**src/hdl/vsplat_pkg.sv**
```systemverilog
// ----------------------------------------------------------------------------
// vsplat_pkg: shared types and constants for the voxel splat unit
// Commands, register indexes and the axis-index request word.
// ----------------------------------------------------------------------------
`timescale 1ns / 1ps

package vsplat_pkg;

	localparam logic [1:0] CMD_SPLAT      = 2'd0;
	localparam logic [1:0] CMD_CLEAR_MARK = 2'd1;
	localparam logic [1:0] CMD_READ       = 2'd2;
	localparam logic [1:0] CMD_CLEAR_ALL  = 2'd3;

	localparam logic [2:0] REG_ORIGIN_X = 3'd0;
	localparam logic [2:0] REG_ORIGIN_Y = 3'd1;
	localparam logic [2:0] REG_ORIGIN_Z = 3'd2;
	localparam logic [2:0] REG_INV_RES  = 3'd3;
	localparam logic [2:0] REG_REACH    = 3'd4;
	localparam logic [2:0] REG_WEIGHTED = 3'd5;

	localparam int FRAC_BITS = 20;
	localparam int POS_W     = 24;
	localparam int DIFF_W    = 27;
	localparam int PROD_W    = 44;
	localparam int IDX_W     = 24;

	// index request to the shared axis unit
	typedef struct packed {
		logic signed [POS_W-1:0] pos;
		logic signed [POS_W-1:0] org;
		logic signed [4:0]       off;
	} axis_req_t;

endpackage

```
**src/hdl/vsplat_axis.sv**
```systemverilog
// ----------------------------------------------------------------------------
// vsplat_axis: shared index unit
// Registered multiply, then floor/ceil/round of one axis coordinate.
// ----------------------------------------------------------------------------
`timescale 1ns / 1ps

module vsplat_axis (
	input  logic                                     clk,
	input  vsplat_pkg::axis_req_t                    req,
	input  logic [15:0]                              inv_res,
	output logic signed [vsplat_pkg::IDX_W-1:0]      idx
);
	logic signed [vsplat_pkg::DIFF_W-1:0] diff;
	logic signed [vsplat_pkg::PROD_W-1:0] prod_s1;
	logic signed [4:0]                    off_s1;
	logic signed [vsplat_pkg::PROD_W-1:0] adj;

	assign diff = vsplat_pkg::DIFF_W'(req.pos) - vsplat_pkg::DIFF_W'(req.org)
		+ vsplat_pkg::DIFF_W'($signed({req.off, 8'd0}));

	always_ff @(posedge clk) begin
		prod_s1 <= vsplat_pkg::PROD_W'(diff) * $signed({1'b0, inv_res});
		off_s1  <= req.off;
	end

	always_comb begin
		if (off_s1 == 5'sd0) begin
			// half away from zero
			if (prod_s1 < 0)
				adj = prod_s1 + vsplat_pkg::PROD_W'((1 << (vsplat_pkg::FRAC_BITS-1)) - 1);
			else
				adj = prod_s1 + vsplat_pkg::PROD_W'(1 << (vsplat_pkg::FRAC_BITS-1));
		end else if (off_s1 < 0) begin
			adj = prod_s1 + vsplat_pkg::PROD_W'((1 << vsplat_pkg::FRAC_BITS) - 1);
		end else begin
			adj = prod_s1;
		end
	end

	assign idx = adj[vsplat_pkg::FRAC_BITS +: vsplat_pkg::IDX_W];
endmodule
```
**config.mk**
```make
export PLATFORM = sky130hd
export DESIGN_NAME = vsplat_axis
export DESIGN_NICKNAME = d
export VERILOG_FILES = /design/src/hdl/vsplat_pkg.sv /design/src/hdl/vsplat_axis.sv
export SDC_FILE = /design/constraint.sdc
export NUM_CORES = 1
export LEC_CHECK = 0
export BUFFER_PORTS_ARGS = -buffer_cell sky130_fd_sc_hd__buf_2
export CORE_MARGIN = 4
export CORE_UTILIZATION = 65
export CTS_BUF_LIST = sky130_fd_sc_hd__clkbuf_4 sky130_fd_sc_hd__clkbuf_8 sky130_fd_sc_hd__clkbuf_16
export DETAILED_ROUTE_END_ITERATION = 8
export GPL_TIMING_DRIVEN = 0
export PLACE_DENSITY_LB_ADDON = 0.1
export RECOVER_POWER = 100
export REMOVE_ABC_BUFFERS = 1
export SETUP_SLACK_MARGIN = 0.4
export SLEW_MARGIN = 20
export SYNTH_ARGS = -nofsm -noshare
export SYNTH_HDL_FRONTEND = slang
export SYNTH_SLANG_ARGS = --single-unit
```
**constraint.sdc**
```tcl
create_clock -name clk -period 16.4 [get_ports clk]
set_input_delay 4.92 -clock clk [delete_from_list [all_inputs] [get_ports clk]]
set_output_delay 4.92 -clock clk [all_outputs]
set_load 0.005 [all_outputs]
```
==> flow_metrics.py <==
metrics = {
    "status": {
        "outcome": "finished, violations left",
        "violations": "capacitance limit, slew limit",
    },
    "synth": {
        "ys_ff_latch": 48,
        "syn_area_per_cell_sq_um": 8.42,
        "async_flop_share_pct": 0,
        "seq_area_frac_synth_pct": 4.74,
        "synth_top_area_share_pct": 41.2,
        "yosys_warnings": 0,
        "ys.flop_type": "dfxtp_1",
        "synth.distinct_cells": 84,
        "synthCells": 2407,
        "synth-edff-count": 0,
        "synth_top_area_cell": "fa_1",
        "syn_area_sq_um": 20300,
        "synth.area.top_cells": "fa_1 41%, inv_1 11%, ha_1 8.6%, dfxtp_1 4.7%, nand2_1 4.5%",
    },
    "route": {
        "vias": 16602,
        "drcViolationCount": 0,
        "vias_per_cell": 5.96,
        "final_antenna_net_count": 0,
        "finalWirelength_mm": 52.5,
        "drt_iter0_markers": 1171,
        "firstDrtPassIters": 5,
        "wl_per_cell_um": 18.9,
    },
    "clocking": {
        "cts_root_buffer": "clkbuf_16",
        "cts_made_buffers": 5,
        "htreeDepth": 2,
        "cts_tree": "yes",
        "cts_hold_buf": 0,
        "cts_sinks": 48,
        "cts_resized": 0,
        "post_cts_buffers": 0,
        "path_clk_slew_ns": 0.07,
        "cts_max_path_buffers": 2,
    },
    "die": {
        "start_util_pct": 66.1,
        "core_area_sq_um": 30700,
        "rows": 64,
        "die_w_um": 185,
        "dieArea_sq_um": 34100,
        "fp.dieH_um": 185,
        "boundaryPins": 94,
    },
    "global_route": {
        "grt_max_degree": 53,
        "globalRouteMet2Util_pct": 57.8,
        "grt_util_all_layers_pct": 32.2,
        "grt_pass1_vias": 17720,
        "use_met3_pct": 3.41,
        "busiest_layer": "met2",
        "grt_antenna_before_repair": 0,
        "grt_pass1_wl_mm": 87.5,
        "grt_use_met1_pct": 38.4,
        "grt_remaining_overflow": 0,
    },
    "sta": {
        "fin_ws_ns": 1.07,
        "worstMarginPinSlew_ns": 1.91,
        "hold_violations": 0,
        "slew_headroom_pct": -27.7,
        "drv_slew": 49,
        "fin_tns_setup_ns": 0,
        "rsz0062_at_grt": "no",
        "period_minus_slack_ns": 15.33,
        "post-route-period-util_pct": 93.5,
        "setup_viol": 0,
        "max_freq_mhz": 65.2,
    },
    "hold_path": {
        "hold_depth": 1,
        "worstHoldEndpoint": "off_s1[1]",
        "hp-start": "req[1]",
        "hold_class": "input port to flip-flop",
    },
    "critical_path": {
        "path_common_cell": "fa_1",
        "cpMaxStageDelayCell": "nor2_1",
        "path_class": "input port to flip-flop",
        "startpoint_type": "input port",
        "worst-endpoint-arrival_ns": 15.52,
        "worst-path-max-fanout": 52,
        "critical_path_required_ns": 16.59,
        "endpoint_kind": "flip-flop",
        "slowest_delay_ns": 1.19,
    },
    "final_layout": {
        "fin_cells": 2787,
        "fin_nets": 3016,
        "seqCellArea_sq_um": 961,
        "areaGrowthSynthToFinish_pct": 3.96,
        "final_common_cell": "inv_1",
        "layout_common_cells": "578 x inv_1, 417 x fa_1, 244 x nand2_1, 138 x ha_1, 121 x nand3_1",
        "multi_input_area_sq_um": 16700,
        "n_fill_cell": 2555,
        "drive_gt1_share_pct": 5.69,
        "num_antenna_cells": 0,
    },
    "place": {
        "place.gp.congestion": 0.904,
        "hpwl_mm": 40.6,
        "place_inst": 2778,
        "place_ws_ns": 0.661,
        "portBuffers": 93,
    },
    "job": {
        "max_cap_viol_count": 2,
    },
}
-- per-layer routing --
metal	vias up	routed length [um]	share of wire [%]
met5	-	0	0
met4	0	3380	6.4
met3	204	3830	7.3
met2	726	26700	51
met1	8257	18600	35
li1	7415	-	-
-- cell type report --
type                       count  share of cell area [%]
clock buffer                   6                   0.629
clock inverter                 2                  0.0772
inverter                     580                    10.3
multi-input combinational   1646                    79.2
sequential                    48                    4.56
tap                          396                    2.35
timing repair buffer         109                    2.81
-- registers in the layout (all words and copies together) (netlist names) --
name     flops
off_s1       5
prod_s1     43
-- cell usage after synthesis, types with 18 or more instances --
cell and n:
inv_1 578, a21oi_1 73, ha_1 139, o21ai_0 25
nand3_1 121, dfxtp_1 48, and3_1 35, a21o_1 35
nor3_1 23, xnor2_1 63, nand2_1 244, xor2_1 25
fa_1 417, nor2_1 67, and2_1 108, nor2b_1 25
clkbuf_1 112, a311oi_1 18
-- critical path, delay by kind of cell --
family                     cells  cell delay, ns
and+or+nand+nor                7            2.51
AOI/OAI and AO/OA              7            2.05
adders and majority gates      9            5.13
buffers and inverters          6            0.87
-- through the flow --
step / instance area, sq um / hold WS (ns) / utilization, %
global placement: 20700 / 5.04 / 67.4
CTS: 21100 / 4.74 / 68.9
finish: 21100 / 4.75 / 68.7
floorplan: 19700 / 4.95 / -
global route: 21100 / 4.75 / 68.7
detailed placement: 21000 / 5.05 / 68.4
-- how the worst max path moves through the flow --
stage / startpoint / endpoint / slack (ns) / cells past startpoint
2_1_floorplan: req[4] / prod_s1[40] / 2.00 / 26
3_5_place_dp: req[4] / prod_s1[40] / 0.66 / 27
5_1_grt: req[4] / prod_s1[39] / 0.31 / 29
6_report: req[4] / prod_s1[39] / 1.07 / 29
3_3_place_gp: req[4] / prod_s1[40] / 0.47 / 27
4_1_cts: req[4] / prod_s1[40] / 0.95 / 27
-- logic make-up (layout without fill, tap and decap cells) --
kind of cell	after synthesis	in the layout	synth area share (%)
buffers and inverters	714	697	13.4
AND/OR/NAND/NOR	701	701	17.3
adder cells (fa/ha/maj)	556	556	49.8
AO/OA/AOI/OAI	291	292	10.6
XOR/XNOR	88	88	3.80
flip-flops	48	48	4.74
multiplexers	9	9	0.457
Power is left out: the tool's default activity adds up to more than one toggle a clock period on the data nets, which glitch-free logic cannot reach.
